==> src/rtl/core/ltmb_pkg.sv <==
`timescale 1ns / 1ps
// Shared constants and types for the luma threshold mask and bounding box block.
// No dependencies; imported by the channel interfaces and the top level.
package ltmb_pkg;

  localparam int unsigned CoordBits = 12;
  localparam int unsigned ChanBits  = 8;
  localparam int unsigned ThrBits   = 9;
  // 100 * 255 for the luma and 100 * 511 for the scaled threshold fit in 16 bits
  localparam int unsigned LumaBits  = 16;

  localparam logic [LumaBits-1:0] WeightRed   = LumaBits'(30);
  localparam logic [LumaBits-1:0] WeightGreen = LumaBits'(59);
  localparam logic [LumaBits-1:0] WeightBlue  = LumaBits'(11);
  localparam logic [LumaBits-1:0] LumaScale   = LumaBits'(100);

  localparam logic [ThrBits-1:0] ThrReset = ThrBits'(128);

  typedef logic [CoordBits-1:0] coord_t;
  typedef logic [ChanBits-1:0]  chan_t;
  typedef logic [LumaBits-1:0]  luma_t;

  typedef struct packed {
    chan_t  red;
    chan_t  green;
    chan_t  blue;
    coord_t column;
    coord_t row;
    logic   frame_start;
    logic   frame_end;
  } pix_t;

  typedef struct packed {
    logic   mask_bit;
    coord_t box_min_column;
    coord_t box_min_row;
    coord_t box_max_column;
    coord_t box_max_row;
    logic   box_found;
    logic   last_of_frame;
  } res_t;

  typedef struct packed {
    coord_t min_column;
    coord_t min_row;
    coord_t max_column;
    coord_t max_row;
    logic   found;
  } box_t;

endpackage

==> src/rtl/core/ltmb_if.sv <==
`timescale 1ns / 1ps
// Valid/ready channel interfaces: pixel requests in, mask and box results out.
// Depends on ltmb_pkg for field widths.
interface ltmb_pix_if
  import ltmb_pkg::*;
();
  logic   valid;
  logic   ready;
  chan_t  red;
  chan_t  green;
  chan_t  blue;
  coord_t column;
  coord_t row;
  logic   frame_start;
  logic   frame_end;

  modport source (output valid, red, green, blue, column, row, frame_start, frame_end,
                  input ready);
  modport sink   (input valid, red, green, blue, column, row, frame_start, frame_end,
                  output ready);
endinterface

interface ltmb_res_if
  import ltmb_pkg::*;
();
  logic   valid;
  logic   ready;
  logic   mask_bit;
  coord_t box_min_column;
  coord_t box_min_row;
  coord_t box_max_column;
  coord_t box_max_row;
  logic   box_found;
  logic   last_of_frame;

  modport source (output valid, mask_bit, box_min_column, box_min_row, box_max_column,
                  box_max_row, box_found, last_of_frame, input ready);
  modport sink   (input valid, mask_bit, box_min_column, box_min_row, box_max_column,
                  box_max_row, box_found, last_of_frame, output ready);
endinterface

==> src/rtl/core/luma_threshold_mask_bbox.sv <==
`timescale 1ns / 1ps
// Top level: luma threshold mask with running bounding box of foreground pixels.
// Depends on ltmb_pkg and the channel interfaces in ltmb_if.sv.
//
// Usage:
//   pix_i carries one RGB pixel per request with its column, row and frame marks.
//   res_o returns one result per pixel: the mask bit (scaled luma 30R+59G+11B at
//   or above 100 times the threshold) and the box as it stands after that pixel.
//   The result with last_of_frame set carries the final box of the frame.
//   cfg_we_i / cfg_data_i write the 9-bit luma threshold; write only when idle.
//   From acceptance a pixel passes an input register, then the luma compare and
//   min/max update feeding the result register.
//   Throughput is one pixel per cycle while res_o is taken; the box update is
//   combinational between the input register and the result register.
//   If the receiver stalls, the result register holds and the input register
//   takes a request only while it is empty; once full, pix_i.ready drops.
//   Reset empties both registers, sets the threshold to 128 and clears the box.
module luma_threshold_mask_bbox
  import ltmb_pkg::*;
(
  input  logic                clk_i,
  input  logic                rst_ni,
  input  logic                cfg_we_i,
  input  logic [ThrBits-1:0]  cfg_data_i,
  ltmb_pix_if.sink            pix_i,
  ltmb_res_if.source          res_o
);

  logic [ThrBits-1:0] thr_q;
  logic               in_vld_q;
  pix_t               in_q;
  logic               out_vld_q;
  res_t               out_q, out_d;
  box_t               box_q, box_d;

  logic  out_free;
  logic  in_take;
  logic  adv;
  luma_t luma;
  luma_t thr_scaled;
  logic  fg;
  box_t  base;

  assign out_free    = !out_vld_q || res_o.ready;
  assign adv         = in_vld_q && out_free;
  assign pix_i.ready = !in_vld_q || out_free;
  assign in_take     = pix_i.valid && pix_i.ready;

  assign luma = WeightRed * LumaBits'(in_q.red) + WeightGreen * LumaBits'(in_q.green)
              + WeightBlue * LumaBits'(in_q.blue);
  assign thr_scaled = LumaScale * LumaBits'(thr_q);
  assign fg = (luma >= thr_scaled);

  always_comb begin
    // frame start clears the box before this pixel is taken in
    if (in_q.frame_start) begin
      base = '{min_column: '1, min_row: '1, max_column: '0, max_row: '0, found: 1'b0};
    end else begin
      base = box_q;
    end
    box_d = base;
    if (fg) begin
      if (in_q.column < base.min_column) box_d.min_column = in_q.column;
      if (in_q.row < base.min_row)       box_d.min_row    = in_q.row;
      if (in_q.column > base.max_column) box_d.max_column = in_q.column;
      if (in_q.row > base.max_row)       box_d.max_row    = in_q.row;
      box_d.found = 1'b1;
    end
    out_d.mask_bit      = fg;
    out_d.box_found     = box_d.found;
    out_d.last_of_frame = in_q.frame_end;
    if (box_d.found) begin
      out_d.box_min_column = box_d.min_column;
      out_d.box_min_row    = box_d.min_row;
      out_d.box_max_column = box_d.max_column;
      out_d.box_max_row    = box_d.max_row;
    end else begin
      out_d.box_min_column = '0;
      out_d.box_min_row    = '0;
      out_d.box_max_column = '0;
      out_d.box_max_row    = '0;
    end
  end

  always_ff @(posedge clk_i or negedge rst_ni) begin
    if (!rst_ni) begin
      thr_q     <= ThrReset;
      in_vld_q  <= 1'b0;
      out_vld_q <= 1'b0;
      box_q     <= '{min_column: '1, min_row: '1, max_column: '0, max_row: '0,
                     found: 1'b0};
    end else begin
      if (cfg_we_i) thr_q <= cfg_data_i;
      if (pix_i.ready) in_vld_q <= pix_i.valid;
      if (out_free) out_vld_q <= in_vld_q;
      if (adv) box_q <= box_d;
    end
  end

  always_ff @(posedge clk_i) begin
    if (in_take) begin
      in_q <= '{red: pix_i.red, green: pix_i.green, blue: pix_i.blue,
                column: pix_i.column, row: pix_i.row,
                frame_start: pix_i.frame_start, frame_end: pix_i.frame_end};
    end
    if (adv) out_q <= out_d;
  end

  assign res_o.valid          = out_vld_q;
  assign res_o.mask_bit       = out_q.mask_bit;
  assign res_o.box_min_column = out_q.box_min_column;
  assign res_o.box_min_row    = out_q.box_min_row;
  assign res_o.box_max_column = out_q.box_max_column;
  assign res_o.box_max_row    = out_q.box_max_row;
  assign res_o.box_found      = out_q.box_found;
  assign res_o.last_of_frame  = out_q.last_of_frame;

endmodule
==> src/flat_wrapper.sv <==
// flat-port wrapper written by rule: the top's interface ports become plain ports
module luma_threshold_mask_bbox_flat import ltmb_pkg::*;
  (clk_i, rst_ni, cfg_we_i, cfg_data_i, pix_i_valid, pix_i_red, pix_i_green, pix_i_blue, pix_i_column, pix_i_row, pix_i_frame_start, pix_i_frame_end, pix_i_ready, res_o_valid, res_o_mask_bit, res_o_box_min_column, res_o_box_min_row, res_o_box_max_column, res_o_box_max_row, res_o_box_found, res_o_last_of_frame, res_o_ready);
  ltmb_pix_if pix_i_i ();
  ltmb_res_if res_o_i ();
  input  logic clk_i;
  input  logic rst_ni;
  input  logic cfg_we_i;
  input  logic [ThrBits-1:0] cfg_data_i;
  input wire logic [$bits(pix_i_i.valid)-1:0] pix_i_valid;
  input wire logic [$bits(pix_i_i.red)-1:0] pix_i_red;
  input wire logic [$bits(pix_i_i.green)-1:0] pix_i_green;
  input wire logic [$bits(pix_i_i.blue)-1:0] pix_i_blue;
  input wire logic [$bits(pix_i_i.column)-1:0] pix_i_column;
  input wire logic [$bits(pix_i_i.row)-1:0] pix_i_row;
  input wire logic [$bits(pix_i_i.frame_start)-1:0] pix_i_frame_start;
  input wire logic [$bits(pix_i_i.frame_end)-1:0] pix_i_frame_end;
  output wire logic [$bits(pix_i_i.ready)-1:0] pix_i_ready;
  output wire logic [$bits(res_o_i.valid)-1:0] res_o_valid;
  output wire logic [$bits(res_o_i.mask_bit)-1:0] res_o_mask_bit;
  output wire logic [$bits(res_o_i.box_min_column)-1:0] res_o_box_min_column;
  output wire logic [$bits(res_o_i.box_min_row)-1:0] res_o_box_min_row;
  output wire logic [$bits(res_o_i.box_max_column)-1:0] res_o_box_max_column;
  output wire logic [$bits(res_o_i.box_max_row)-1:0] res_o_box_max_row;
  output wire logic [$bits(res_o_i.box_found)-1:0] res_o_box_found;
  output wire logic [$bits(res_o_i.last_of_frame)-1:0] res_o_last_of_frame;
  input wire logic [$bits(res_o_i.ready)-1:0] res_o_ready;
  assign pix_i_i.valid = pix_i_valid;
  assign pix_i_i.red = pix_i_red;
  assign pix_i_i.green = pix_i_green;
  assign pix_i_i.blue = pix_i_blue;
  assign pix_i_i.column = pix_i_column;
  assign pix_i_i.row = pix_i_row;
  assign pix_i_i.frame_start = pix_i_frame_start;
  assign pix_i_i.frame_end = pix_i_frame_end;
  assign pix_i_ready = pix_i_i.ready;
  assign res_o_valid = res_o_i.valid;
  assign res_o_mask_bit = res_o_i.mask_bit;
  assign res_o_box_min_column = res_o_i.box_min_column;
  assign res_o_box_min_row = res_o_i.box_min_row;
  assign res_o_box_max_column = res_o_i.box_max_column;
  assign res_o_box_max_row = res_o_i.box_max_row;
  assign res_o_box_found = res_o_i.box_found;
  assign res_o_last_of_frame = res_o_i.last_of_frame;
  assign res_o_i.ready = res_o_ready;
  luma_threshold_mask_bbox u_core (.clk_i(clk_i), .rst_ni(rst_ni), .cfg_we_i(cfg_we_i), .cfg_data_i(cfg_data_i), .pix_i(pix_i_i), .res_o(res_o_i));
endmodule
==> config.mk <==
export PLATFORM = sky130hd
export DESIGN_NAME = luma_threshold_mask_bbox_flat
export DESIGN_NICKNAME = d
export VERILOG_FILES = /design/src/rtl/core/ltmb_pkg.sv /design/src/rtl/core/ltmb_if.sv /design/src/rtl/core/luma_threshold_mask_bbox.sv /design/src/flat_wrapper.sv
export SDC_FILE = /design/constraint.sdc
export NUM_CORES = 1
export LEC_CHECK = 0
export ABC_AREA = 1
export ABC_CLOCK_PERIOD_IN_PS = 13700
export BUFFER_PORTS_ARGS = -buffer_cell sky130_fd_sc_hd__buf_2
export CORE_MARGIN = 4
export CORE_UTILIZATION = 45
export CTS_CLUSTER_SIZE = 8
export DETAILED_ROUTE_END_ITERATION = 8
export SYNTH_ARGS = -nofsm -noshare
export SYNTH_HDL_FRONTEND = slang
export SYNTH_SLANG_ARGS = --single-unit
==> constraint.sdc <==
create_clock -name clk_i -period 13.7 [get_ports clk_i]
set_input_delay 1.37 -clock clk_i [delete_from_list [all_inputs] [get_ports clk_i]]
set_output_delay 1.37 -clock clk_i [all_outputs]
set_load 0.005 [all_outputs]
==> run metrics, run 1 <==
sequential share of the synthesized area 36.8%; Bufs on Longest Clock Path 2; drt pass-1 iters 7; first-pass GRT wire length roughly 44000 um; mean post-synth cell area 8.75 sq um; Arr. time, crit path 8.83 ns; # IOs around 120; GR Util All Layers between 10% and 20%; vias in the first global route 9120; largest net degree at the start of global routing 61; fmax 116 MHz; ys flop type edfxtp_1; Area Overhead vs Synth 11.8%; synth unique cells 37; # port buffers 116; Clock Pin Slew Worst Setup and Hold Paths 0.07 ns; Ant. Diodes 0; placed insts between 1500 and 2000; sequential cell area approximately 4600 sq um; WL/cell 14.1 um; synth top area cells edfxtp_1 24%, ha_1 17%, nand2_1 11%; hpwl dp roughly 20000 um; TritonCTS clock tree done; final hold vios 0; post-CTS setup buffers 0; EDFF count, synth roughly 100; Setup-failing EPs final 0; most frequent cells in the layout 373 x nand2_1, 232 x inv_1, 165 x ha_1; asr flop ratio synth 37.3%; proportion of layout cells with a drive suffix above 1 13.3%; post-synthesis cell area 12400 sq um; commonest non-fill, non-tap cell in the layout nand2_1; number of fill cells between 2000 and 3000; RSZ-0062 raised after global routing no; area leader, netlist edfxtp_1; Multi-input gate area around 6800 sq um; # hold bufs at CTS 0; Die Y 174 um; CP max stage delay between 0.5 and 0.6 ns; vias 9289; Iter 0 DRT Violations 439; Worst Path Required 13.87 ns; flops & latches, synth 161; syn nets approximately 1700; fin cells roughly 1900; Worst Setup End Kind flip-flop; design area 13900 sq um; area of the core about 27000 sq um; part of the cycle the worst path needs between 60% and 70%; Post-Route WL 26400 um; worst hold path class flip-flop to flip-flop; WS Path Type flip-flop to flip-flop; H-tree depth 4; Max Transition Viols Final 0; Total Die Area 30300 sq um; Worst setup SP type flip-flop; clock insertion delay at the later pin of the skew report between 0.4 and 0.5 ns; fin nets 1812; clk sink count roughly 160; Placed Instance Area 13300 sq um; initial antenna violation count 0; root buf cell clkbuf_16; Rows 60; Die Wd 174 um; outcome complete, no violations; Synth warnings 0; Max-cap violations 0; post-synthesis cell count 1419; TNS Setup 0 ns; drt drc 0; Yosys top cell area share 24.4%; Worst Tran Pin Value between 1 and 1.5 ns; Inserted Clock Buffers 17; initial core utilization 45.9%; final setup skew roughly 0.012 ns; Placer Congestion roughly 0.84; Gates resized, CTS repair 0; Tmin final 8.65 ns; Overflow after GRT 0; crit-path most repeated cell nand2_1; Via-to-Cell Ratio 4.94; Finished Core Util about half; ANT nets after route 0; Slew headroom a little over a fifth; Worst Path Max Fanout 54; slowest cell on the critical path a21oi_4
cells by family after synthesis:
family,after synthesis,share of synthesized area [%]
mux,4,0.363
compound gates,96,4.19
flops,161,36.8
simple gates,629,21.6
buf+inv,272,8.71
fa+ha+maj,223,26.0
xor+xnor,34,2.40
critical path, delay by kind of cell, from the launching register on:
kind / cells / cell delay (ns)
flops: 1 / 0.43
fa+ha+maj: 8 / 3.27
xor+xnor: 2 / 0.37
simple gates: 14 / 1.61
compound gates: 8 / 1.90
buf+inv: 5 / 0.77
final cells by class:
class	count	share of cell area, %
clock buffers	19	3.12
multi-input cells	986	48.8
inverters	236	6.39
repair buffers	123	4.56
flip-flops and latches	161	32.9
well taps	341	3.07
clock inverters	13	1.17
sequential cells by signal, indices dropped and copies added (netlist names):
name,flops
u_core.box_q,49
u_core.in_q,50
u_core.in_vld_q,1
u_core.res_o.box_found,1
u_core.res_o.box_max_column,12
u_core.res_o.box_max_row,12
u_core.res_o.box_min_column,12
u_core.res_o.box_min_row,12
u_core.res_o.last_of_frame,1
u_core.res_o.mask_bit,1
u_core.res_o.valid,1
u_core.thr_q,9
routing by layer:
metal / vias up / share of wire, % / track usage [%]
met2: 166 / 47 / 29.6
met1: 4313 / 48 / 24.5
li1: 4785 / - / -
met4: 0 / 1.2 / 4.09
met5: - / 0 / 0
met3: 25 / 3.7 / 3.63
cells in the mapped netlist, types with 11 or more instances:
library cell  count
a21oi_1          56
buf_2            17
clkbuf_1         11
dfrtp_1          35
dfstp_2          25
edfxtp_1        101
fa_1             58
ha_1            165
inv_1           234
nand2_1         373
nand3_1         101
nand4_1          23
nor2_1          111
o21ai_0          25
xnor2_1          19
xor2_1           15
final timing paths:
path | to | depth (start not counted) | from | slack, ns
worst max-delay path | u_core.res_o.box_min_column[8] | 37 | u_core.in_q[45] | 5.05
worst min-delay path | u_core.res_o.last_of_frame | 0 | u_core.in_q[0] | 0.42
worst max register to register | u_core.res_o.box_min_column[8] | 37 | u_core.in_q[45] | 5.05
worst min register to register | u_core.res_o.last_of_frame | 0 | u_core.in_q[0] | 0.42
max in group asynchronous | u_core.box_q[23] | 2 | rst_ni | 12.04
min in group asynchronous | u_core.thr_q[5] | 2 | rst_ni | 1.10
per-stage QoR:
step / setup WS (ns) / hold WS, ns
2_1_floorplan: 6.71 / 0.400
3_3_place_gp: 5.25 / 0.407
3_5_place_dp: 5.01 / 0.407
4_1_cts: 4.96 / 0.422
5_1_grt: 4.19 / 0.440
6_report: 5.05 / 0.419
Power of run 1 is not shown: default switching activity piles up to over one toggle a cycle in this logic, so the estimate is an artifact.
==> run 2: changes to the inputs <==
Settings changed: ABC_CLOCK_PERIOD_IN_PS 13700 to 7450, PLACE_DENSITY set to 0.66.
Clock period 13.7 ns to 7.45 ns, I/O delays scaled along.
==> run metrics, run 2 (synthesized netlist as in run 1, its figures left out) <==
WS Path Type flip-flop to flip-flop; Largest delay share family, worst path adder cells; Iter 0 DRT Violations 516 (+18%); Post-Route WL 27800 um (+5.3%); Placer Congestion 0.857 (+2.6%); worst hold path class flip-flop to flip-flop; final setup skew 0.0186 ns (+0.00705 ns); Max Transition Viols Final 0 (unchanged); Die Y 174 um (unchanged); Worst Tran Pin Value 1.22 ns (+0.0477 ns); Worst setup SP type flip-flop; Inserted Clock Buffers 17 (unchanged); clk sink count 161 (unchanged); Overflow after GRT 0 (unchanged); root buf cell clkbuf_16; first-pass GRT wire length 45400 um (+2.6%); Arr. time, crit path 7.39 ns (-1.44 ns); Largest Register u_core.in_q; Multi-input gate area 7090 sq um (+4.6%); initial antenna violation count 0 (unchanged); vias 9657 (+4.0%); Via-to-Cell Ratio 5.07 (+2.5%); slowest cell on the critical path fa_1; proportion of layout cells with a drive suffix above 1 18.0% (+4.7 points); worst hold slack 0.450 ns (+0.0308 ns); # hold bufs at CTS 0 (unchanged); fin nets 1838 (+1.4%); hold path start u_core.in_q[0]; FF-to-FF End u_core.res_o.box_min_column[2]; vias in the first global route 9633 (+5.6%); clock insertion delay at the later pin of the skew report 0.44 ns (about the same); area of the core 27000 sq um (unchanged); TritonCTS clock tree done; Hold EP u_core.res_o.last_of_frame; Ant. Diodes 0 (unchanged); H-tree depth 4 (unchanged); most frequent cells in the layout 360 x nand2_1, 227 x inv_1, 156 x ha_1; Slew headroom 18.6% (-3.2 points); # port buffers 116 (unchanged); Die Wd 174 um (unchanged); sequential cell area 4570 sq um (unchanged); Area Overhead vs Synth 17.3%; largest net degree at the start of global routing 100 (+64%); Worst Path Required 7.73 ns (-6.14 ns); Rows 60 (unchanged); Bufs on Longest Clock Path 2 (unchanged); GR Util All Layers 18.3% (+0.35 points); Max-cap violations 0 (unchanged); biggest regs u_core.in_q (50), u_core.box_q (49); Clock Pin Slew Worst Setup and Hold Paths 0.06 ns (about the same); Worst Path Max Fanout 8 (-85%); Tmin final 7.11 ns (-1.54 ns); max FFs per register 50 (unchanged); drt pass-1 iters 5 (-2); ANT nets after route 0 (unchanged); final hold vios 0 (unchanged); WP buf/inv 7 (+2); Total Die Area 30300 sq um (unchanged); worst r2r path cells 33 (-11%); FF-to-FF setup slack 0.34 ns (-4.71 ns); initial core utilization 45.9% (unchanged); Worst Hold Depth 0 (unchanged); fmax 141 MHz (+22%); drt drc 0 (unchanged); WL/cell 14.6 um (+3.8%); Worst Setup End Kind flip-flop; Setup-failing EPs final 0 (unchanged); CP max stage delay 0.58 ns (about the same); part of the cycle the worst path needs 95.4% (+32 points); commonest non-fill, non-tap cell in the layout nand2_1; worst setup path start u_core.in_q[36]; # IOs 117 (unchanged); Worst R2R Start u_core.in_q[36]; hpwl dp 20200 um (+0.35%); number of fill cells 2428 (-4.4%); outcome complete, no violations
run 2: layout make-up:
type	count	area share (%)
Multi-Input combinational cell	987	48.7
Tap cell	341	2.93
Timing Repair Buffer	148	6.56
Clock buffer	18	2.95
Sequential cell	161	31.4
Clock inverter	14	1.44
Inverter	236	6.11
run 2: how the worst max path moves through the flow:
| stage | to | slack, ns | cells past startpoint |
|---|---|---|---|
| after global placement | u_core.res_o.box_max_column[6] | 0.09 | 36 |
| after floorplan | u_core.res_o.box_min_row[0] | 0.46 | 39 |
| after detailed placement | u_core.res_o.box_min_row[3] | -0.11 | 38 |
| final | u_core.res_o.box_min_column[2] | 0.34 | 33 |
| after global routing | u_core.res_o.box_min_column[2] | -0.11 | 33 |
| after CTS | u_core.res_o.box_min_column[2] | 0.004 | 38 |
run 2: metal layers:
| layer | global-route usage (%) | wire [um] | vias to the layer above |
|---|---|---|---|
| li1 | - | - | 4845 |
| met1 | 23.7 | 12400 | 4599 |
| met2 | 31.4 | 13700 | 188 |
| met3 | 4.09 | 1370 | 25 |
| met4 | 4.09 | 315 | 0 |
| met5 | 0 | 0 | - |
run 2: repair_timing:
| action | 4_1_cts | 5_1_grt |
|---|---|---|
| setup buffers | 1 | 9 |
| endpoints found under the setup margin | 71 | 99 |
| resized for setup | 15 | 60 |
| hold endpoints to repair | 0 | 0 |
| pin swaps | 1 | 38 |
| cloned | 1 | 5 |
run 2: per-stage QoR:
step                      cells  utilization [%]  instance area (sq um)  TNS, ns  setup slack [ns]
after floorplan            1419                -                  12400        0             0.457
after global placement     1857             49.6                  13400        0            0.0913
after detailed placement   1857             49.6                  13400    -3.34            -0.112
after CTS                  1891             52.3                  14100        0           0.00366
after global routing       1905             53.9                  14600    -3.82            -0.111
final                      1905             53.9                  14600        0             0.339
Power of run 2 is left out for the same reason.
==> run 3: changes to the inputs <==
Settings changed: ABC_CLOCK_PERIOD_IN_PS 7450 to 8900, PLACE_DENSITY 0.66 to not set.
Clock period 7.45 ns to 8.9 ns, I/O delays scaled along.
==> run metrics, run 3 (synthesized netlist as in run 1, its figures left out) <==
outcome complete, no violations; Die Wd 174 um (unchanged); Worst Tran Pin Value 1.07 ns (-0.150 ns); Worst Setup End Kind flip-flop; # IOs 117 (unchanged); final hold vios 0 (unchanged); hold path start u_core.in_q[0]; proportion of layout cells with a drive suffix above 1 13.6% (-4.3 points); slowest cell on the critical path fa_1; Worst Path Required 9.09 ns (+1.36 ns); largest net degree at the start of global routing 63 (-37%); clk sink count 161 (unchanged); Worst R2R Start u_core.in_q[45]; root buf cell clkbuf_16; worst r2r path cells 40 (+21%); Iter 0 DRT Violations 432 (-16%); Worst Hold Depth 0 (unchanged); FF-to-FF setup slack 0.78 ns (+0.44 ns); Clock Pin Slew Worst Setup and Hold Paths 0.07 ns (about the same); Max-cap violations 0 (unchanged); Rows 60 (unchanged); fin nets 1816 (-1.2%); Hold EP u_core.res_o.last_of_frame; TNS Setup 0 ns (unchanged); Placer Congestion 0.832 (-2.9%); Multi-input gate area 6780 sq um (-4.4%); Max Transition Viols Final 0 (unchanged); drt pass-1 iters 5 (unchanged); max FFs per register 50 (unchanged); vias 9276 (-3.9%); ANT nets after route 0 (unchanged); Via-to-Cell Ratio 4.93 (-2.8%); Tmin final 8.12 ns (+1.01 ns); FF-to-FF End u_core.res_o.box_max_column[6]; Post-Route WL 26500 um (-4.6%); number of fill cells 2532 (+4.3%); Slew headroom 28.6% (+10 points); sequential cell area 4570 sq um (unchanged); most frequent cells in the layout 373 x nand2_1, 232 x inv_1, 165 x ha_1; Inserted Clock Buffers 17 (unchanged); WS Path Type flip-flop to flip-flop; # port buffers 116 (unchanged); Ant. Diodes 0 (unchanged); clock insertion delay at the later pin of the skew report 0.44 ns (about the same); worst hold path class flip-flop to flip-flop; initial core utilization 45.9% (unchanged); Area Overhead vs Synth 12.1%; Bufs on Longest Clock Path 2 (unchanged); drt drc 0 (unchanged); initial antenna violation count 0 (unchanged); vias in the first global route 9275 (-3.7%); crit-path most repeated cell nand2_1; Worst Path Max Fanout 20 (+12); RSZ-0062 raised after global routing no; TritonCTS clock tree done; part of the cycle the worst path needs 91.3% (-4.2 points); CP max stage delay 0.52 ns (-0.06 ns); # hold bufs at CTS 0 (unchanged); Largest delay share family, worst path adder cells; Largest Register u_core.in_q; Arr. time, crit path 8.31 ns (+0.92 ns); post-CTS setup buffers 0 (-1); Overflow after GRT 0 (unchanged); Worst setup SP type flip-flop; Total Die Area 30300 sq um (unchanged); GR Util All Layers 18.1% (-0.13 points); Setup-failing EPs final 0 (unchanged); commonest non-fill, non-tap cell in the layout nand2_1; area of the core 27000 sq um (unchanged); biggest regs u_core.in_q (50), u_core.box_q (49); Gates resized, CTS repair 0 (-15); WL/cell 14.1 um (-3.5%); first-pass GRT wire length 44800 um (-1.4%); hpwl dp 20200 um (+0.38%); WP buf/inv 5 (-2); H-tree depth 4 (unchanged); final setup skew 0.0130 ns (-0.00557 ns); Die Y 174 um (unchanged); fmax 123 MHz (-12%)
==> run 3: changes by cell type in the layout (fill, tap and decap cells not counted), sizes merged <==
cell	before	now
inv	237	241
bufinv	5	2
nand3	105	104
clkbuf	22	17
buf	144	127
==> run 3: layout make-up <==
cell class	instances	area share (%)
clock buffers	17	3.06
clock inverters	15	1.12
inverters	236	6.38
multi-input cells	986	48.7
flip-flops and latches	161	32.8
well taps	341	3.07
repair buffers	127	4.86
==> run 3: how the worst max path moves through the flow <==
| stage | endpoint | cells past startpoint | from | slack (ns) |
|---|---|---|---|---|
| floorplan | u_core.res_o.box_min_row[0] | 39 | u_core.in_q[45] | 1.91 |
| global placement | u_core.res_o.box_max_column[5] | 39 | u_core.in_q[45] | 0.95 |
| detailed placement | u_core.res_o.box_max_column[5] | 40 | u_core.in_q[45] | 0.77 |
| CTS | u_core.res_o.box_max_column[6] | 40 | u_core.in_q[45] | 0.71 |
| global route | u_core.res_o.box_max_column[6] | 39 | u_core.in_q[45] | 0.009 |
| finish | u_core.res_o.box_max_column[6] | 40 | u_core.in_q[45] | 0.78 |
==> run 3: metrics by stage <==
step                utilization, %  area, sq um  worst slack (ns)  hold WS [ns]  instances
CTS                           51.5        13900             0.707         0.421       1883
finish                        51.5        13900             0.778         0.419       1883
detailed placement            49.3        13300             0.769         0.419       1851
global route                  51.5        13900           0.00897         0.432       1883
floorplan                        -        12400              1.91         0.400       1419
global placement              49.3        13300             0.947         0.402       1851
==> run 3: per-layer routing <==
metal	GRT usage, %	up-vias	part of all wire, %
li1	-	4790	-
met1	24.7	4293	47
met2	30.1	167	48
met3	3.59	26	3.9
met5	0	-	0
met4	4.16	0	1.3
Power of run 3 is left out for the same reason.
